--- src/dense_to_coo_compactor_defines.svh ---
// Assertion macros shared by the dense-to-COO compactor RTL.
// Depends on nothing; included by the modules that carry assertions.
`ifndef DENSE_TO_COO_COMPACTOR_DEFINES_SVH
`define DENSE_TO_COO_COMPACTOR_DEFINES_SVH

// Same-cycle implication, disabled during reset.
`define DTC_ASSERT_NOW(label, clk, rst, ante, cons, msg) \
  label: assert property (@(posedge clk) disable iff (rst) (ante) |-> (cons)) else $error(msg);

// Next-cycle implication, disabled during reset.
`define DTC_ASSERT_NEXT(label, clk, rst, ante, cons, msg) \
  label: assert property (@(posedge clk) disable iff (rst) (ante) |=> (cons)) else $error(msg);

`endif

--- src/dtc_pkg.sv ---
// Package for the dense-to-COO compactor: widths, register indexes, result type.
// Depends on nothing; used by every module of the block.
`default_nettype none

package dtc_pkg;

  localparam int HW_DIMS             = 4;
  localparam int VALUE_BITS          = 32;
  localparam int COUNT_BITS          = 32;
  localparam int SIZE_BITS           = 16;
  localparam int OUT_COORD_BITS      = 16;
  localparam int DIM_COUNT_BITS      = 3;
  localparam int CFG_DATA_BITS       = 16;
  localparam int CFG_INDEX_BITS      = 3;
  localparam int QUEUE_DEPTH         = 2;
  localparam int MAX_DIMS_DEFAULT    = 4;
  localparam int COORD_BITS_DEFAULT  = 16;

  typedef enum logic [CFG_INDEX_BITS-1:0] {
    REG_DIMENSION_COUNT = 3'd0,
    REG_SIZE_DIM0       = 3'd1,
    REG_SIZE_DIM1       = 3'd2,
    REG_SIZE_DIM2       = 3'd3,
    REG_SIZE_DIM3       = 3'd4
  } dtc_reg_t;

  typedef struct packed {
    logic                                     carries_entry;
    logic signed [VALUE_BITS-1:0]             entry_value;
    logic [HW_DIMS-1:0][OUT_COORD_BITS-1:0]   coord;
    logic [COUNT_BITS-1:0]                    entry_position;
    logic                                     tensor_done;
    logic [COUNT_BITS-1:0]                    total_nonzero;
  } dtc_result_t;

endpackage

`default_nettype wire

--- src/dtc_front.sv ---
// Front end of the compactor: configuration registers, odometer, nonzero count, classification.
// Depends on dtc_pkg and the assertion macros in dense_to_coo_compactor_defines.svh.
`default_nettype none
`include "dense_to_coo_compactor_defines.svh"

module dtc_front
  import dtc_pkg::*;
#(
  parameter int MAX_DIMS   = MAX_DIMS_DEFAULT,
  parameter int COORD_BITS = COORD_BITS_DEFAULT
) (
  input  logic                          clk,
  input  logic                          rst,
  input  logic                          cfg_we,
  input  logic [CFG_INDEX_BITS-1:0]     cfg_index,
  input  logic [CFG_DATA_BITS-1:0]      cfg_data,
  input  logic                          in_valid,
  output logic                          in_stall,
  input  logic signed [VALUE_BITS-1:0]  element_value,
  input  logic                          q_full,
  output logic                          push,
  output dtc_result_t                   result
);

  localparam int USED_DIMS = (MAX_DIMS < HW_DIMS) ? MAX_DIMS : HW_DIMS;
  localparam int CMP_W     = ((COORD_BITS > SIZE_BITS) ? COORD_BITS : SIZE_BITS) + 1;
  localparam logic [CMP_W-1:0] EXT_MAX = CMP_W'(1) << COORD_BITS;

  logic [DIM_COUNT_BITS-1:0]              dim_count;
  logic [HW_DIMS-1:0][SIZE_BITS-1:0]      size;
  logic [USED_DIMS-1:0][COORD_BITS-1:0]   counter;
  logic [USED_DIMS-1:0][COORD_BITS-1:0]   counter_next;
  logic [COUNT_BITS-1:0]                  nonzero_count;
  logic [COUNT_BITS-1:0]                  nonzero_count_next;

  logic [DIM_COUNT_BITS-1:0]              n_eff;
  logic [USED_DIMS-1:0]                   in_use;
  logic [USED_DIMS-1:0][CMP_W-1:0]        extent;
  logic [USED_DIMS-1:0]                   at_end;
  logic                                   last;
  logic                                   nonzero;
  logic                                   carry;
  logic                                   accept;
  logic [COUNT_BITS-1:0]                  total;

  assign in_stall = q_full;
  assign accept   = in_valid && !in_stall;
  assign nonzero  = (element_value != '0);

  // configuration registers
  always_ff @(posedge clk) begin
    if (rst) begin
      dim_count <= DIM_COUNT_BITS'(1);
      for (int i = 0; i < HW_DIMS; i++) size[i] <= SIZE_BITS'(1);
    end else if (cfg_we) begin
      unique case (cfg_index)
        REG_DIMENSION_COUNT: dim_count <= cfg_data[DIM_COUNT_BITS-1:0];
        REG_SIZE_DIM0:       size[0]   <= cfg_data[SIZE_BITS-1:0];
        REG_SIZE_DIM1:       size[1]   <= cfg_data[SIZE_BITS-1:0];
        REG_SIZE_DIM2:       size[2]   <= cfg_data[SIZE_BITS-1:0];
        REG_SIZE_DIM3:       size[3]   <= cfg_data[SIZE_BITS-1:0];
        default: ;
      endcase
    end
  end

  // classify the element and step the odometer
  always_comb begin
    n_eff = dim_count;
    if (dim_count == '0) begin
      n_eff = DIM_COUNT_BITS'(1);
    end else if (dim_count > DIM_COUNT_BITS'(USED_DIMS)) begin
      n_eff = DIM_COUNT_BITS'(USED_DIMS);
    end

    for (int d = 0; d < USED_DIMS; d++) begin
      in_use[d] = (DIM_COUNT_BITS'(d) < n_eff);
      extent[d] = CMP_W'(size[d]);
      if (size[d] == '0) extent[d] = CMP_W'(1);
      if (extent[d] > EXT_MAX) extent[d] = EXT_MAX;
      // a digit at or past its extent minus one counts as being at its end
      at_end[d] = ((CMP_W'(counter[d]) + CMP_W'(1)) >= extent[d]);
    end

    last = &(at_end | ~in_use);

    counter_next = counter;
    carry = 1'b1;
    for (int k = USED_DIMS - 1; k >= 0; k--) begin
      if (in_use[k] && carry) begin
        if (at_end[k]) counter_next[k] = '0;
        else           counter_next[k] = counter[k] + COORD_BITS'(1);
      end
      carry = carry & (at_end[k] | ~in_use[k]);
    end
    if (last) counter_next = '0;

    total = nonzero_count;
    if (nonzero && (nonzero_count != '1)) total = nonzero_count + COUNT_BITS'(1);
    nonzero_count_next = last ? '0 : total;

    result = '0;
    result.carries_entry = nonzero;
    result.tensor_done   = last;
    result.total_nonzero = total;
    if (nonzero) begin
      result.entry_value    = element_value;
      result.entry_position = nonzero_count;
      for (int j = 0; j < USED_DIMS; j++) begin
        if (in_use[j]) result.coord[j] = OUT_COORD_BITS'(counter[j]);
      end
    end

    push = accept && (nonzero || last);
  end

  always_ff @(posedge clk) begin
    if (rst) begin
      counter       <= '0;
      nonzero_count <= '0;
    end else if (accept) begin
      counter       <= counter_next;
      nonzero_count <= nonzero_count_next;
    end
  end

  `DTC_ASSERT_NEXT(a_last_clears, clk, rst, accept && last, (nonzero_count == '0) && (counter == '0), "odometer or count not cleared after final element")
  `DTC_ASSERT_NEXT(a_count_step, clk, rst, accept && !last && nonzero && (nonzero_count != '1), nonzero_count == $past(nonzero_count) + COUNT_BITS'(1), "nonzero count did not advance")
  `DTC_ASSERT_NEXT(a_count_hold, clk, rst, accept && !last && !nonzero, nonzero_count == $past(nonzero_count), "nonzero count moved on a zero element")

endmodule

`default_nettype wire

--- src/dtc_queue.sv ---
// Short result queue between the front end and the output stage of the compactor.
// Depends on dtc_pkg and the assertion macros in dense_to_coo_compactor_defines.svh.
`default_nettype none
`include "dense_to_coo_compactor_defines.svh"

module dtc_queue
  import dtc_pkg::*;
(
  input  logic         clk,
  input  logic         rst,
  input  logic         push,
  input  dtc_result_t  push_data,
  output logic         full,
  input  logic         pop,
  output logic         head_valid,
  output dtc_result_t  head_data
);

  localparam int PTR_W = (QUEUE_DEPTH > 1) ? $clog2(QUEUE_DEPTH) : 1;
  localparam int CNT_W = $clog2(QUEUE_DEPTH + 1);

  dtc_result_t            entries [QUEUE_DEPTH];
  logic [PTR_W-1:0]       wr_ptr;
  logic [PTR_W-1:0]       rd_ptr;
  logic [CNT_W-1:0]       count;

  assign full       = (count == CNT_W'(QUEUE_DEPTH));
  assign head_valid = (count != '0);
  assign head_data  = entries[rd_ptr];

  always_ff @(posedge clk) begin
    if (push) entries[wr_ptr] <= push_data;
  end

  always_ff @(posedge clk) begin
    if (rst) begin
      wr_ptr <= '0;
      rd_ptr <= '0;
      count  <= '0;
    end else begin
      if (push) wr_ptr <= (wr_ptr == PTR_W'(QUEUE_DEPTH - 1)) ? '0 : wr_ptr + PTR_W'(1);
      if (pop)  rd_ptr <= (rd_ptr == PTR_W'(QUEUE_DEPTH - 1)) ? '0 : rd_ptr + PTR_W'(1);
      count <= count + CNT_W'(push) - CNT_W'(pop);
    end
  end

  `DTC_ASSERT_NOW(a_no_overflow, clk, rst, push, !full, "push into a full queue")
  `DTC_ASSERT_NOW(a_no_underflow, clk, rst, pop, head_valid, "pop from an empty queue")
  `DTC_ASSERT_NOW(a_count_range, clk, rst, 1'b1, count <= CNT_W'(QUEUE_DEPTH), "queue count out of range")

endmodule

`default_nettype wire

--- src/dtc_back.sv ---
// Output stage of the compactor: registers the queue head and presents it to the receiver.
// Depends on dtc_pkg.
`default_nettype none

module dtc_back
  import dtc_pkg::*;
(
  input  logic         clk,
  input  logic         rst,
  input  logic         head_valid,
  input  dtc_result_t  head_data,
  output logic         pop,
  output logic         out_valid,
  input  logic         out_stall,
  output dtc_result_t  out_data
);

  // refill whenever the register is empty or its content is being taken
  assign pop = head_valid && (!out_valid || !out_stall);

  always_ff @(posedge clk) begin
    if (rst) begin
      out_valid <= 1'b0;
    end else if (!out_valid || !out_stall) begin
      out_valid <= head_valid;
    end
  end

  always_ff @(posedge clk) begin
    if (pop) out_data <= head_data;
  end

endmodule

`default_nettype wire

--- src/dense_to_coo_compactor.sv ---
// Top level of the dense-to-COO compactor: front end, result queue, output stage.
// Depends on dtc_pkg, dtc_front, dtc_queue and dtc_back.
//
// Usage:
//   Dense elements arrive on the input channel (in_valid / in_stall / element_value) in
//   row-major order, one transfer per element. A nonzero element yields one result with
//   its value, coordinates and list position; the final element of the tensor always
//   yields a result with tensor_done set and the total nonzero count. Other zeros yield
//   nothing. Results leave on the output channel (out_valid / out_stall and the fields).
//   Throughput: one element per cycle while in_stall is low, set by the combinational
//   odometer step in the front end. An accepted result is written into the queue and
//   then into the output register before the receiver can take it.
//   The configuration port (cfg_we / cfg_index / cfg_data) writes the dimension count
//   and extents; write only while the block is idle. Writes never touch the odometer.
//   Reset: synchronous on rst; dimension count and extents return to 1, the odometer and
//   nonzero count to zero, queue and output register empty. No clearing pass.
//   Receiver stall: the output register holds its result; the two-entry queue absorbs
//   further results, and in_stall rises once it is full.
`default_nettype none

module dense_to_coo_compactor
  import dtc_pkg::*;
#(
  parameter int MAX_DIMS   = MAX_DIMS_DEFAULT,
  parameter int COORD_BITS = COORD_BITS_DEFAULT
) (
  input  logic                              clk,
  input  logic                              rst,
  input  logic                              cfg_we,
  input  logic [CFG_INDEX_BITS-1:0]         cfg_index,
  input  logic [CFG_DATA_BITS-1:0]          cfg_data,
  input  logic                              in_valid,
  output logic                              in_stall,
  input  logic signed [VALUE_BITS-1:0]      element_value,
  output logic                              out_valid,
  input  logic                              out_stall,
  output logic                              carries_entry,
  output logic signed [VALUE_BITS-1:0]      entry_value,
  output logic [OUT_COORD_BITS-1:0]         coord0,
  output logic [OUT_COORD_BITS-1:0]         coord1,
  output logic [OUT_COORD_BITS-1:0]         coord2,
  output logic [OUT_COORD_BITS-1:0]         coord3,
  output logic [COUNT_BITS-1:0]             entry_position,
  output logic                              tensor_done,
  output logic [COUNT_BITS-1:0]             total_nonzero
);

  logic         q_full;
  logic         push;
  dtc_result_t  push_data;
  logic         pop;
  logic         head_valid;
  dtc_result_t  head_data;
  dtc_result_t  out_data;

  // classify each element and advance the odometer
  dtc_front #(
    .MAX_DIMS   (MAX_DIMS),
    .COORD_BITS (COORD_BITS)
  ) u_front (
    .clk           (clk),
    .rst           (rst),
    .cfg_we        (cfg_we),
    .cfg_index     (cfg_index),
    .cfg_data      (cfg_data),
    .in_valid      (in_valid),
    .in_stall      (in_stall),
    .element_value (element_value),
    .q_full        (q_full),
    .push          (push),
    .result        (push_data)
  );

  // decouple the front end from receiver stalls
  dtc_queue u_queue (
    .clk        (clk),
    .rst        (rst),
    .push       (push),
    .push_data  (push_data),
    .full       (q_full),
    .pop        (pop),
    .head_valid (head_valid),
    .head_data  (head_data)
  );

  // hold the result until the receiver takes it
  dtc_back u_back (
    .clk        (clk),
    .rst        (rst),
    .head_valid (head_valid),
    .head_data  (head_data),
    .pop        (pop),
    .out_valid  (out_valid),
    .out_stall  (out_stall),
    .out_data   (out_data)
  );

  assign carries_entry  = out_data.carries_entry;
  assign entry_value    = out_data.entry_value;
  assign coord0         = out_data.coord[0];
  assign coord1         = out_data.coord[1];
  assign coord2         = out_data.coord[2];
  assign coord3         = out_data.coord[3];
  assign entry_position = out_data.entry_position;
  assign tensor_done    = out_data.tensor_done;
  assign total_nonzero  = out_data.total_nonzero;

endmodule

`default_nettype wire
--- config.mk ---
export PLATFORM = sky130hd
export DESIGN_NAME = dense_to_coo_compactor
export DESIGN_NICKNAME = d
export VERILOG_FILES = /design/src/dtc_pkg.sv /design/src/dtc_front.sv /design/src/dtc_queue.sv /design/src/dtc_back.sv /design/src/dense_to_coo_compactor.sv
export VERILOG_INCLUDE_DIRS = /design/src /design/src/src
export SDC_FILE = /design/constraint.sdc
export NUM_CORES = 1
export LEC_CHECK = 0
export ABC_CLOCK_PERIOD_IN_PS = 33600
export BUFFER_PORTS_ARGS = -buffer_cell sky130_fd_sc_hd__buf_4
export CAP_MARGIN = 20
export CORE_ASPECT_RATIO = 1.1
export CORE_MARGIN = 10
export CORE_UTILIZATION = 30
export DETAILED_ROUTE_END_ITERATION = 6
export PLACE_DENSITY = 0.51
export SYNTH_ARGS = -nofsm -noshare
export SYNTH_HDL_FRONTEND = slang
export SYNTH_SLANG_ARGS = --single-unit
--- constraint.sdc ---
create_clock -name clk -period 33.6 [get_ports clk]
set_input_delay 1.68 -clock clk [delete_from_list [all_inputs] [get_ports clk]]
set_output_delay 1.68 -clock clk [all_outputs]
set_load 0.02 [all_outputs]
[Word-level counts from Yosys, hierarchy flattened]
Memory sizes are Yosys's and may differ from the RTL's. A register that Yosys moved wholly into a read port is not among the register bits.
Cells that the tools add are included.
Word-level totals
  flip-flop bits (word level): 168
  RAM bits: 324
  input port bits: 56
  logic and storage cells: 121
  memories kept: 1
Memory list
  u_queue.entries: depth 2, bits a word 162, rd ports 1, clocked after Yosys merged registers in 1, write ports 1, line dtc_queue.sv:22  | dtc_result_t entries [QUEUE_DEPTH];
Operators by class
  add/subtract/negate cells: 13
  order comparisons: 13
  eq/ne operators: 6
  multiplexer cells: 30
  bitwise logic cells: 10
  reductions and logical operators: 34
Operators with widths (count)
  $mux 16: 16
  $mux 128: 1
  $add 16x1->17 const B: 4
  $ge 17x17->1: 4
  $gt 16x17->1 const B: 4
  $mux 17: 4
  $add 16x1->16 const B: 4
  $logic_not 16->1: 4
  $mux 32: 2
  $mux 64: 1
  $add 32x1->32 const B: 1
  $ne 32x32->1 const B: 1
  $reduce_bool 32->1: 1
  $reduce_and 2->1: 9
  $reduce_bool 2->1: 5
  $logic_and 1x1->1: 7
  $eq 3x2->1 const B: 2
  $logic_not 3->1: 2
  $lt 1x3->1 const A: 2
  $lt 2x3->1 const A: 2
  $mux 3: 2
  $mux 1: 4
  $not 4->4: 1
  $or 4x4->4: 1
  other kinds (13): 22

[Longest topological paths before layout]
  word-level depth: 11
  depth in mapped cells: 20

[Hierarchy]
A second synthesis with hierarchy kept.
Unflattened totals
  cells, all modules: 2089
  area total of the unflattened synthesis: 27759.1 um^2
By module, submodules not included
  dtc_queue: times used 1, cells each 525, area an instance 12225.5 um^2, sequential area each 9829.4 um^2
  dtc_front: times used 1, cells each 1398, area an instance 10632.7 um^2, sequential area each 3263.1 um^2
  dtc_back: times used 1, cells each 166, area an instance 4901.0 um^2, sequential area each 4884.7 um^2

[Worst setup path after synthesis]
Ideal clock, no wire load.
  path type: input-to-reg
  from: in out_stall
  to: reg u_queue.count[1]
  library setup time: 0.128 ns
  data arrival time: 11.149 ns
  path slack: 22.324 ns
  stages: 5
  path buffers: 0
  cell sequence: a21oi_1 ha_1 o21bai_1 xnor2_1 nor2_1
On the way
  longest elaborated chain between the ends: 4
Ends and longest elaborated chain
  start, declared: line dense_to_coo_compactor.sv:36  | input logic out_stall,
  $logic_not 1->1: line dtc_back.sv:19  | assign pop = head_valid && (!out_valid || !out_stall);
  $logic_or 1x1->1: line dtc_back.sv:19
  $logic_and 1x1->1: line dtc_back.sv:19
  $sub 2x1->2: line dtc_queue.sv:43  | count <= count + CNT_W'(push) - CNT_W'(pop);
  end signal, assigned: line dtc_queue.sv:43
  end, declared: line dtc_queue.sv:25  | logic [CNT_W-1:0] count;
No other way between the ends.
A chain may end at the register's enable or synchronous reset.

[Final worst setup path]
  from: reg u_front.counter[0] in the netlist's numbering
  to: mem u_queue.entries[0][160] in the netlist's numbering, enable pin
On the way
  longest elaborated chain between the ends: 8
Ends and longest elaborated chain
  start, declared: line dtc_front.sv:31  | logic [USED_DIMS-1:0][COORD_BITS-1:0] counter;
  start signal, assigned: line dtc_front.sv:122  | counter <= counter_next;
  $add 16x1->17: line dtc_front.sv:82  | at_end[d] = ((CMP_W'(counter[d]) + CMP_W'(1)) >= extent[d]);
  $ge 17x17->1: line dtc_front.sv:82
  $or 4x4->4: line dtc_front.sv:85  | last = &(at_end | ~in_use);
  $reduce_and 4->1: line dtc_front.sv:85
  $logic_or 1x1->1: line dtc_front.sv:114  | push = accept && (nonzero || last);
  $logic_and 1x1->1: line dtc_front.sv:114
  $mux 1: line dtc_queue.sv:32  | if (push) entries[wr_ptr] <= push_data;
  $mux 1 (not written as such): line dtc_queue.sv:32
  end, declared: line dtc_queue.sv:22
No other way between the ends.

==> impl_metrics.env <==
export IMPL_cts_tree="done"
export IMPL_syn_inst=2130
export IMPL_synth_ff_type="edfxtp_1"
export IMPL_r2r_worst_path_cells=19
export IMPL_grt_busiest_layer="met2"
export IMPL_maxSlewHeadroom_pct=12.2
export IMPL_cts_hold_buf=0
export IMPL_min_period_over_period_pct=20.5
export IMPL_clkTransAtPathRegs_ns=0.07
export IMPL_core_um2=90900
export IMPL_clock_latency_ns=0.64
export IMPL_vias=17100
export IMPL_fmax_mhz=145
export IMPL_dieArea_um2=104000
export IMPL_synth_adder_area_share_pct=3.20
export IMPL_die_x_um=308
export IMPL_grt_util_all_layers_pct=12.8
export IMPL_gp_congestion=0.848
export IMPL_cts_root_buffer="clkbuf_16"
export IMPL_status="finished clean"
export IMPL_powerDensity_nw_per_um2=83.8
export IMPL_nNetsFinal=2446
export IMPL_arrival_ns=7.17
export IMPL_synth_edf_count=486
export IMPL_crit_fanout=59
export IMPL_nFillCells=8837
export IMPL_cp_required_ns=33.89
export IMPL_cts_resized=0
export IMPL_use_met1_pct=14.7
export IMPL_dp_slack_ns=26.65
export IMPL_ys_warnings_count=0
export IMPL_hold_viol_final=0
export IMPL_synthToLayoutAreaGrowth_pct=19.2
export IMPL_worstHoldStart="u_front.size[29]$_SDFFE_PP0P_"
export IMPL_fin_ws_ns=26.72
export IMPL_cts_num_sinks=654
export IMPL_rsz0062_at_grt="false"
export IMPL_grt_pass1_vias=17500
export IMPL_grt_pass1_wl_um=103000
export IMPL_start_kind="register"
export IMPL_place_hpwl_um=46200
export IMPL_drive_gt1_share_pct=22.7
export IMPL_io_buffers=219
export IMPL_routedWlPerCell_um=19.1
export IMPL_h_tree_depth=3
export IMPL_first_pass_iters=5
export IMPL_tightest_slew_ns=1.32
export IMPL_drt_iter0_markers=988
export IMPL_synth_xor_area_share_pct=2.91
export IMPL_final_setup_tns_ns=0
export IMPL_final_setup_skew_ns=0.0349
export IMPL_regArea_um2=18000
export IMPL_rr_startpoint="u_front.counter[0]$_SDFFE_PP0P_"
export IMPL_grt_max_degree=163
export IMPL_met3_usage_pct=3.30
export IMPL_hp_class="reg -> reg"
export IMPL_synth_compound_area_share_pct=6.73
export IMPL_synth_top_area_share_pct=53.3
export IMPL_ir_drop_mv=0.0482
export IMPL_post_synth_top_area_cell="edfxtp_1"
export IMPL_antenna_found_initial=7
export IMPL_synth_cell_area_um2=27400
export IMPL_cts_buffers=69
export IMPL_whs_path_depth=2
export IMPL_pin_count=220
export IMPL_cts_setup_buffers=0
export IMPL_die_height_um=337
export IMPL_synth_top_family_by_area="simple AND/OR/NAND/NOR gates"
export IMPL_rrSetupSlack_ns=26.72
export IMPL_power_leakage_nw=11.9
export IMPL_synth_fp_nets=2256
export IMPL_synthSimpleGateAreaFrac_pct=11.9
export IMPL_mostFrequentLayoutCells="edfxtp_1, buf_4, nand2_1, dfxtp_1, mux2_2"
export IMPL_max_cap_viol_count=0
export IMPL_viasPerCell=4.80
export IMPL_row_count=116
export IMPL_drtAntennaViolNets=0
export IMPL_path_class="reg -> reg"
export IMPL_r2r_end="u_queue.entries[0][160]$_DFFE_PP_"
export IMPL_final_common_cell="edfxtp_1"
export IMPL_grt_ovfl_total=0
export IMPL_fin_crit_ns=6.88
export IMPL_wl_um=68000
export IMPL_min_to="u_front.size[29]$_SDFFE_PP0P_"
export IMPL_ys_top_cells_by_area="edfxtp_1, dfxtp_1, mux2_2"
export IMPL_synth_seq_cells=654
export IMPL_p_total_mw=2.74
export IMPL_cts_buffer_depth=3
export IMPL_muxShareOfSynthArea_pct=6.73
export IMPL_drc=0
export IMPL_multi_input_area_um2=8660
export IMPL_seq_area_frac_synth_pct=65.5
export IMPL_start_util_pct=30.2
export IMPL_grt_use_met2_pct=22.7
export IMPL_synth_cell_types=72
export IMPL_syn_avg_cell_area_um2=12.9
export IMPL_setup_viol=0
export IMPL_crit_path_end_kind="register"
export IMPL_slew_violations=0
export IMPL_async_reset_ff_share_pct=0
==> flip-flops by register name, summed over array words and instances, names as in the netlist <==
register               flops
u_queue.entries          324
u_back.out_data          162
u_front.counter           64
u_front.size              64
u_front.nonzero_count     32
u_front.dim_count          3
u_queue.count              2
u_back.out_valid           1
u_queue.rd_ptr             1
u_queue.wr_ptr             1
==> stage by stage <==
step | cell area (µm²) | utilization, % | cells | hold WS [ns]
3_5_place_dp | 30300 | 33.3 | 3428 | 0.464
6_report | 32700 | 36.0 | 3558 | 0.473
3_3_place_gp | 30200 | 33.3 | 3426 | 0.450
2_1_floorplan | 27400 | - | 2130 | 0.439
4_1_cts | 32700 | 35.9 | 3556 | 0.473
5_1_grt | 32700 | 36.0 | 3558 | 0.499
==> cell type report <==
type	instances	share of cell area, %
Clock buffer	100	6.14
Inverter	91	1.05
Tap cell	1180	4.52
Antenna cell	1	0.00766
Clock inverter	28	1.19
Sequential cell	654	55.0
Timing Repair Buffer	240	5.61
Multi-Input combinational cell	1264	26.5
==> cells in the mapped netlist (16+ instances only) <==
library cell    n
nand3_1        62
or3_1          16
a21oi_1       150
and3_1         62
nand2_1       200
edfxtp_1      486
xor2_1         38
nand4_1        30
clkbuf_1      111
nand3b_1       16
nor4_1         27
mux2_2        162
nor3_1         18
xnor2_1        53
nor2_1        101
dfxtp_1       168
o21ai_0        48
ha_1           70
a22o_1         17
and2_1         57
inv_1          91
==> critical path, cell delays in order (launching register included) <==
cell,delay [ns]
dfxtp_1,0.42
ha_1,0.27
and3_1,0.20
and3_4,0.23
nand3_4,0.12
nor2_1,0.27
and3_1,0.28
xor2_1,0.09
ha_1,0.32
nand4_1,0.16
o31ai_1,0.27
o211ai_1,0.14
a21oi_2,0.36
nor2_2,0.24
a2111oi_4,0.39
nor2_1,0.24
nor2_4,0.77
buf_4,0.78
buf_4,0.55
buf_16,0.32
==> logic make-up after synthesis <==
family / count (synthesis)
compound gates: 298
xor+xnor: 91
fa+ha+maj: 70
buf+inv: 212
flops: 654
mux: 164
simple gates: 641
==> worst max path at each step <==
stage / end / cells past startpoint / startpoint / slack [ns]
after floorplan: u_queue.count[1]$_SDFF_PP0_ / 5 / out_stall / 22.32
after global placement: u_queue.entries[0][137]$_DFFE_PP_ / 18 / u_front.counter[0]$_SDFFE_PP0P_ / 26.64
after detailed placement: u_queue.entries[0][160]$_DFFE_PP_ / 19 / u_front.counter[0]$_SDFFE_PP0P_ / 26.65
after CTS: u_queue.entries[0][160]$_DFFE_PP_ / 19 / u_front.counter[0]$_SDFFE_PP0P_ / 26.60
after global routing: u_queue.entries[0][160]$_DFFE_PP_ / 19 / u_front.counter[0]$_SDFFE_PP0P_ / 26.10
final: u_queue.entries[0][160]$_DFFE_PP_ / 19 / u_front.counter[0]$_SDFFE_PP0P_ / 26.72
==> layer usage <==
layer	up-vias	wire length, µm
met4	12	1720
met5	-	76
li1	8152	-
met2	386	34700
met1	8429	27500
met3	108	3930
==> power by group <==
group	internal (mW)	leakage (nW)	total, mW	switching (mW)
Clock	0.474	1.16	0.797	0.323
Sequential	1.18	6.12	1.26	0.0772
Combinational	0.252	4.63	0.683	0.431
No activity file was read; power rests on OpenSTA's default activity.
